--- config.mk ---
export PLATFORM = sky130hd
export DESIGN_NAME = dc_notch_preemphasis
export DESIGN_NICKNAME = d
export VERILOG_FILES = /design/src/sv/dnp_pkg.sv /design/src/sv/dc_notch_preemphasis.sv
export SDC_FILE = /design/constraint.sdc
export NUM_CORES = 2
export LEC_CHECK = 0
export ABC_AREA = 1
export CORE_MARGIN = 2
export CORE_UTILIZATION = 40
export DETAILED_ROUTE_END_ITERATION = 10
export DONT_BUFFER_PORTS = 1
export PLACE_DENSITY = 0.52
export SYNTH_ARGS = -nofsm -noshare
export SYNTH_HDL_FRONTEND = slang
export SYNTH_SLANG_ARGS = --single-unit
--- constraint.sdc ---
create_clock -name clk -period 18.7 [get_ports clk]
set_input_delay 0 -clock clk [delete_from_list [all_inputs] [get_ports clk]]
set_output_delay 0 -clock clk [all_outputs]
set_load 0.01 [all_outputs]
--- src/sv/dnp_pkg.sv ---
`timescale 1ns / 1ps

package dnp_pkg;

    // Fixed-point formats
    localparam int FRAC_BITS = 24;   // state words are Q8.24
    localparam int COEF_BITS = 15;   // coefficients are Q0.15 / Q1.15, unsigned
    localparam int OUT_FRAC  = 15;   // output is Q4.15
    localparam int OUT_WIDTH = 19;

    // Configuration register widths
    localparam int RADIUS_WIDTH    = 15;
    localparam int DEN_WIDTH       = 16;
    localparam int PREEMPH_WIDTH   = 15;
    localparam int CFG_INDEX_WIDTH = 2;
    localparam int CFG_DATA_WIDTH  = 16;

    typedef logic [CFG_INDEX_WIDTH-1:0] cfg_index_t;
    typedef logic [CFG_DATA_WIDTH-1:0]  cfg_data_t;
    typedef logic signed [OUT_WIDTH-1:0] out_sample_t;

    // Configuration register indexes
    localparam cfg_index_t REG_NOTCH_RADIUS = 2'd0;
    localparam cfg_index_t REG_NOTCH_DEN    = 2'd1;
    localparam cfg_index_t REG_PREEMPH_COEF = 2'd2;

endpackage

--- src/sv/dc_notch_preemphasis.sv ---
`timescale 1ns / 1ps

// The sample waits in the input register and the notch and pre-emphasis math feeds
// the result register, which holds its result while out_ready is low.
// Throughput: one sample per cycle unless the result side stalls; the filter state is updated as each sample advances.
// Reset (rst_n, async, active low): coefficients and all filter state clear to zero,
// both stages empty. Configuration writes are always ready and take effect at once.
module dc_notch_preemphasis #(
    parameter int SAMPLE_WIDTH = 16,
    parameter int STATE_WIDTH  = 32
) (
    input  logic                            clk,
    input  logic                            rst_n,

    input  logic                            in_valid,
    output logic                            in_ready,
    input  logic signed [SAMPLE_WIDTH-1:0]  sample_in,
    input  logic                            block_end,

    output logic                            out_valid,
    input  logic                            out_ready,
    output dnp_pkg::out_sample_t            sample_out,
    output logic                            block_end_out,

    input  logic                            cfg_valid,
    output logic                            cfg_ready,
    input  dnp_pkg::cfg_index_t             cfg_index,
    input  dnp_pkg::cfg_data_t              cfg_data
);
    import dnp_pkg::*;

    localparam int SW        = STATE_WIDTH;
    localparam int WW        = STATE_WIDTH + 18;   // working width for the wide sums and rounding
    localparam int PW        = STATE_WIDTH + 17;   // coefficient product width
    localparam int VIN_SHIFT = FRAC_BITS + 1 - SAMPLE_WIDTH;
    localparam int OUT_SHIFT = FRAC_BITS - OUT_FRAC;

    // Saturate a wide signed value to the signed range of w bits
    function automatic logic signed [WW-1:0] sat_w(input logic signed [WW-1:0] v,
                                                   input int w);
        logic signed [WW-1:0] one;
        logic signed [WW-1:0] hi;
        logic signed [WW-1:0] lo;
        one = WW'(1);
        hi  = (one <<< (w - 1)) - one;
        lo  = -hi - one;
        if (v > hi)
            return hi;
        else if (v < lo)
            return lo;
        else
            return v;
    endfunction

    // Round a coefficient product by 2^-15 (ties up), saturate to state width
    function automatic logic signed [SW-1:0] coef_round(input logic signed [PW-1:0] p);
        logic signed [WW-1:0] t;
        t = (WW'(p) + (WW'(1) <<< (COEF_BITS - 1))) >>> COEF_BITS;
        return SW'(sat_w(t, SW));
    endfunction

    // Configuration registers
    logic [RADIUS_WIDTH-1:0]  radius_reg;
    logic [DEN_WIDTH-1:0]     den_reg;
    logic [PREEMPH_WIDTH-1:0] preemph_reg;

    // Filter state
    logic signed [SW-1:0] notch_a_reg;
    logic signed [SW-1:0] notch_b_reg;
    logic signed [SW-1:0] prev_reg;
    logic signed [SW-1:0] notch_a_next;
    logic signed [SW-1:0] notch_b_next;
    logic signed [SW-1:0] prev_next;

    // Input stage
    logic                           s1_valid_reg;
    logic signed [SAMPLE_WIDTH-1:0] s1_sample_reg;
    logic                           s1_end_reg;
    logic                           s1_advance;

    // Result stage
    logic        out_valid_reg;
    out_sample_t sample_out_reg;
    logic        block_end_out_reg;
    out_sample_t sample_out_next;

    // Datapath signals
    logic signed [SW-1:0] vin;
    logic signed [SW-1:0] vout;
    logic signed [SW-1:0] y_notch;
    logic signed [SW-1:0] y;
    logic signed [SW-1:0] den_term;
    logic signed [SW-1:0] pre_term;
    logic signed [SW-1:0] z;
    logic signed [PW-1:0] prod_radius;
    logic signed [PW-1:0] prod_den;
    logic signed [PW-1:0] prod_pre;
    logic signed [WW-1:0] out_wide;

    // Handshake
    assign s1_advance = s1_valid_reg && (!out_valid_reg || out_ready);
    assign in_ready   = !s1_valid_reg || s1_advance;
    assign cfg_ready  = 1'b1;

    assign out_valid     = out_valid_reg;
    assign sample_out    = sample_out_reg;
    assign block_end_out = block_end_out_reg;

    // Configuration writes; unknown indexes are dropped
    always_ff @(posedge clk or negedge rst_n)
    begin
        if (!rst_n)
        begin
            radius_reg  <= '0;
            den_reg     <= '0;
            preemph_reg <= '0;
        end
        else if (cfg_valid)
        begin
            unique case (cfg_index)
                REG_NOTCH_RADIUS: radius_reg  <= cfg_data[RADIUS_WIDTH-1:0];
                REG_NOTCH_DEN:    den_reg     <= cfg_data[DEN_WIDTH-1:0];
                REG_PREEMPH_COEF: preemph_reg <= cfg_data[PREEMPH_WIDTH-1:0];
                default:          ;
            endcase
        end
    end

    // Sample to Q8.24
    assign vin = SW'(sat_w(WW'(s1_sample_reg) <<< VIN_SHIFT, SW));

    // Notch section
    assign vout        = SW'(sat_w(WW'(notch_a_reg) + WW'(vin), SW));
    assign prod_radius = $signed({2'b00, radius_reg}) * vout;
    assign prod_den    = $signed({1'b0, den_reg}) * vout;
    assign y_notch     = coef_round(prod_radius);
    assign den_term    = coef_round(prod_den);
    assign y           = (radius_reg != '0) ? y_notch : vin;

    assign notch_a_next = SW'(sat_w(WW'(notch_b_reg)
                                    + ((WW'(y_notch) - WW'(vin)) <<< 1), SW));
    assign notch_b_next = SW'(sat_w(WW'(vin) - WW'(den_term), SW));

    // Pre-emphasis section
    assign prod_pre  = $signed({2'b00, preemph_reg}) * prev_reg;
    assign pre_term  = coef_round(prod_pre);
    assign z         = (preemph_reg != '0)
                       ? SW'(sat_w(WW'(y) - WW'(pre_term), SW)) : y;
    assign prev_next = y;

    // Output rounding to Q4.15 and saturation
    assign out_wide        = (WW'(z) + (WW'(1) <<< (OUT_SHIFT - 1))) >>> OUT_SHIFT;
    assign sample_out_next = OUT_WIDTH'(sat_w(out_wide, OUT_WIDTH));

    // Input register
    always_ff @(posedge clk or negedge rst_n)
    begin
        if (!rst_n)
            s1_valid_reg <= 1'b0;
        else if (in_ready)
            s1_valid_reg <= in_valid;
    end

    always_ff @(posedge clk)
    begin
        if (in_valid && in_ready)
        begin
            s1_sample_reg <= sample_in;
            s1_end_reg    <= block_end;
        end
    end

    // Filter state update, one sample per advance; a bypassed section's state holds
    always_ff @(posedge clk or negedge rst_n)
    begin
        if (!rst_n)
        begin
            notch_a_reg <= '0;
            notch_b_reg <= '0;
            prev_reg    <= '0;
        end
        else if (s1_advance)
        begin
            if (radius_reg != '0)
            begin
                notch_a_reg <= notch_a_next;
                notch_b_reg <= notch_b_next;
            end
            if (preemph_reg != '0)
                prev_reg <= prev_next;
        end
    end

    // Result register
    always_ff @(posedge clk or negedge rst_n)
    begin
        if (!rst_n)
            out_valid_reg <= 1'b0;
        else if (s1_advance)
            out_valid_reg <= 1'b1;
        else if (out_ready)
            out_valid_reg <= 1'b0;
    end

    always_ff @(posedge clk)
    begin
        if (s1_advance)
        begin
            sample_out_reg    <= sample_out_next;
            block_end_out_reg <= s1_end_reg;
        end
    end

`ifndef ASSERT_OFF
    // Notch state holds while the notch is bypassed
    assert property (@(posedge clk) disable iff (!rst_n)
        (s1_advance && radius_reg == '0) |=> ($stable(notch_a_reg) && $stable(notch_b_reg)))
        else $error("notch state changed while notch bypassed");

    // Pre-emphasis history holds while pre-emphasis is bypassed
    assert property (@(posedge clk) disable iff (!rst_n)
        (s1_advance && preemph_reg == '0) |=> $stable(prev_reg))
        else $error("pre-emphasis history changed while bypassed");

    // An empty input stage always takes a transaction
    assert property (@(posedge clk) disable iff (!rst_n)
        !s1_valid_reg |-> in_ready)
        else $error("input stage empty but not ready");

    // A new result only appears after the input stage held an item
    assert property (@(posedge clk) disable iff (!rst_n)
        $rose(out_valid_reg) |-> $past(s1_valid_reg))
        else $error("result valid without a sample in the input stage");
`endif

endmodule

==> metrics.md <==
| Metric | Value |
|---|---|
| I/O pins | `63` |
| Status | `complete, no violations` |
| Post-synth top flop | `dfrtp_1` |
| Worst slew pin tran | `1270 ps` |
| Syn-to-layout area delta | `5.05%` |
| First-pass DRT Iterations | `9` |
| DP Wirelength | `192000 um` |
| Post-route setup slack | `1560 ps` |
| CP Launch Type | `flip-flop` |
| Distinct cell type count after synthesis | `64` |
| Post-CTS sizing | `0` |
| TNS Setup | `0 ps` |
| FF-to-FF End | `notch_a_reg[3]$_DFFE_PN0P_` |
| Via Count | `56700` |
| Worst setup EP type | `flip-flop` |
| Clock Tree Buf Depth | `2` |
| Async S/R FF share, synth | `0.796` |
| ANT nets after route | `0` |
| Detailed Route WL | `234000 um` |
| Mapped Cells | `8918` |
| Initial antenna violation count | `9` |
| Iter 0 DRT Violations | `4460` |
| Slew HR | `0.147` |
| Die X | `419 um` |
| Post-synth EDFFs | `37` |
| Data arrival time of the worst path | `17520 ps` |
| CTS buffer count | `17` |
| CTS tree | `done` |
| Drt drc | `0` |
| Slowest-stage cell, CP | `a21oi_2` |
| First-pass GRT wire length | `361000 um` |
| # nets final | `10800` |
| Period Utilization, post-route | `0.917` |
| Clock latency on the worst-skew pair | `530 ps` |
| Initial Util | `0.402` |
| Crit path max fanout | `31` |
| Routed len/inst | `21.1 um` |
| H-tree levels | `4` |
| DIE HEIGHT | `419 um` |
| Synth Cell Area | `68900 um2` |
| Average size of a mapped cell | `7.72 um2` |
| #FFs+latches synth | `181` |
| CP most frequent cell | `inv_1` |
| DIE AREA | `176000 um2` |
| Final hold vios | `0` |
| Placement row count | `152` |
| CTS clk-pin slew, worst paths | `80 ps` |
| RSZ-0062 raised after global routing | `false` |
| Dpl ws | `1900 ps` |
| Vias/cell | `5.12` |
| Synth Net Count | `10900` |
| Largest net degree at the start of global routing | `145` |
| Sequential share of the synthesized area | `0.0684` |
| Syn. warnings | `0` |
| Setup violators final | `0` |
| Hold Crit Class | `primary input to asynchronous set/reset pin` |
| CORE AREA | `171000 um2` |
| Synth top area share | `0.409` |
| IO Port Bufs | `0` |
| GRT Total Usage | `0.273` |
| Top cells by area, synth | `fa_1 (41%), inv_1 (12%), nand2_1 (10%), ha_1 (10%), dfrtp_1 (5.2%)` |
| Worst reg2reg startpoint | `s1_sample_reg[15]$_DFFE_PP_` |
| Vias in the first global route | `58900` |
| Root Driver | `clkbuf_16` |
| Global route overflow | `0` |
| Final min period | `17140 ps` |
| Reg2Reg Depth | `80` |
| Share of layout cells above drive strength 1 | `0.0321` |
| Worst Path Class, Setup | `flip-flop to flip-flop` |
| Reg2reg setup slack | `1560 ps` |
| RePlAce Congestion | `0.978` |
| CP max stage delay | `950 ps` |
| Post-synth top area cell | `fa_1` |
| Worst path required time | `19080 ps` |
| Clock sinks | `181` |
| Max-cap viol count | `0` |
| Max Slew Vio Count | `0` |
| Layout Skew | `27.6 ps` |
| Achievable Freq | `58.3 MHz` |
[cells in the mapped netlist (11+ instances only)]
master	number
nand2_2	46
nand2_1	1918
o21ai_0	220
buf_2	11
edfxtp_1	37
nor2_1	782
xnor2_1	89
a21oi_1	472
clkbuf_1	328
ha_1	565
nor4_1	16
nor3_1	43
inv_1	2250
nor2_2	15
nand4_1	33
a31oi_1	57
nand3b_1	13
o21a_1	23
dfrtp_1	144
fa_1	1409
nand2_4	17
nand3_1	156
xor2_1	132
[area by class of cell]
type	instances	area [um2]
clock inverters	14	156
well taps	2310	2890
fillers	17800	99000
multi-input cells	6119	54300
inverters	2261	8490
diodes	3	7.51
clock buffers	18	429
flip-flops and latches	181	4730
repair buffers	166	1380
[placed cells by master, fill, tap and decap left out, types with 9 or more instances in the layout]
cell type and n:
nand4_1 33, dfrtp_2 9, xor2_1 132, xnor2_1 89, nor4_1 15, dfrtp_1 135
nor3_1 43, o21a_1 23, nand2_2 46, nand2_4 17, fa_1 1409, o21ai_0 219
nor2_2 16, nand3b_1 13, ha_1 565, buf_4 121, o21bai_1 9, nor2_1 780
nand3_1 156, dlygate4sd3_1 44, nand2_1 1918, a21oi_1 468, inv_1 2249, a211oi_1 9
a31oi_1 57, edfxtp_1 37, clkbuf_16 17
[routing by layer]
| metal | GRT usage | vias up | wire length, um |
|---|---|---|---|
| li1 | - | 25900 | - |
| met2 | 0.426 | 1864 | 104000 |
| met4 | 0.0676 | 8 | 6290 |
| met1 | 0.390 | 28700 | 105000 |
| met5 | 0 | - | 45 |
| met3 | 0.0500 | 292 | 18100 |
[logic make-up (layout without fill, tap and decap cells)]
family,after synthesis,after routing,share of synthesized area
compound gates,864,864,0.0689
flops,181,181,0.0684
simple gates,3059,3059,0.178
fa+ha+maj,1974,1974,0.512
buf+inv,2618,2459,0.144
other cells,1,4,0.0000544
xor+xnor,221,221,0.0281
[how the worst max path moves through the flow]
stage / from / cells after the start / to
floorplan: s1_sample_reg[15]$_DFFE_PP_ / 84 / notch_a_reg[11]$_DFFE_PN0P_
global placement: s1_sample_reg[15]$_DFFE_PP_ / 79 / notch_a_reg[4]$_DFFE_PN0P_
detailed placement: s1_sample_reg[15]$_DFFE_PP_ / 80 / notch_a_reg[13]$_DFFE_PN0P_
CTS: s1_sample_reg[15]$_DFFE_PP_ / 80 / notch_a_reg[3]$_DFFE_PN0P_
global route: s1_sample_reg[15]$_DFFE_PP_ / 79 / notch_a_reg[13]$_DFFE_PN0P_
finish: s1_sample_reg[15]$_DFFE_PP_ / 80 / notch_a_reg[3]$_DFFE_PN0P_
[per-stage QoR]
step | util | cell area (um2) | cells | hold slack (ps)
after CTS | 0.422 | 72400 | 11100 | 95.4
after global routing | 0.422 | 72400 | 11100 | 105
after floorplan | - | 68900 | 8918 | -296
final | 0.422 | 72400 | 11100 | 49.4
after global placement | 0.416 | 71300 | 11000 | -287
after detailed placement | 0.416 | 71300 | 11000 | -281
[critical path, delay by kind of cell (launching register included)]
kind / cells / cell delay, ps
adder cells (fa/ha/maj): 10 / 4230
AND/OR/NAND/NOR: 22 / 2950
flip-flops: 1 / 920
XOR/XNOR: 2 / 300
AO/OA/AOI/OAI: 27 / 6020
buffers and inverters: 19 / 2500
[what timing repair did]
action,CTS,global route
setup endpoints to repair,0,0
setup buffers,0,0
hold buffers,45,0
endpoints found under the hold margin,209,0
Power is not shown: default switching activity piles up to over one toggle a cycle in this logic, so the estimate is an artifact.
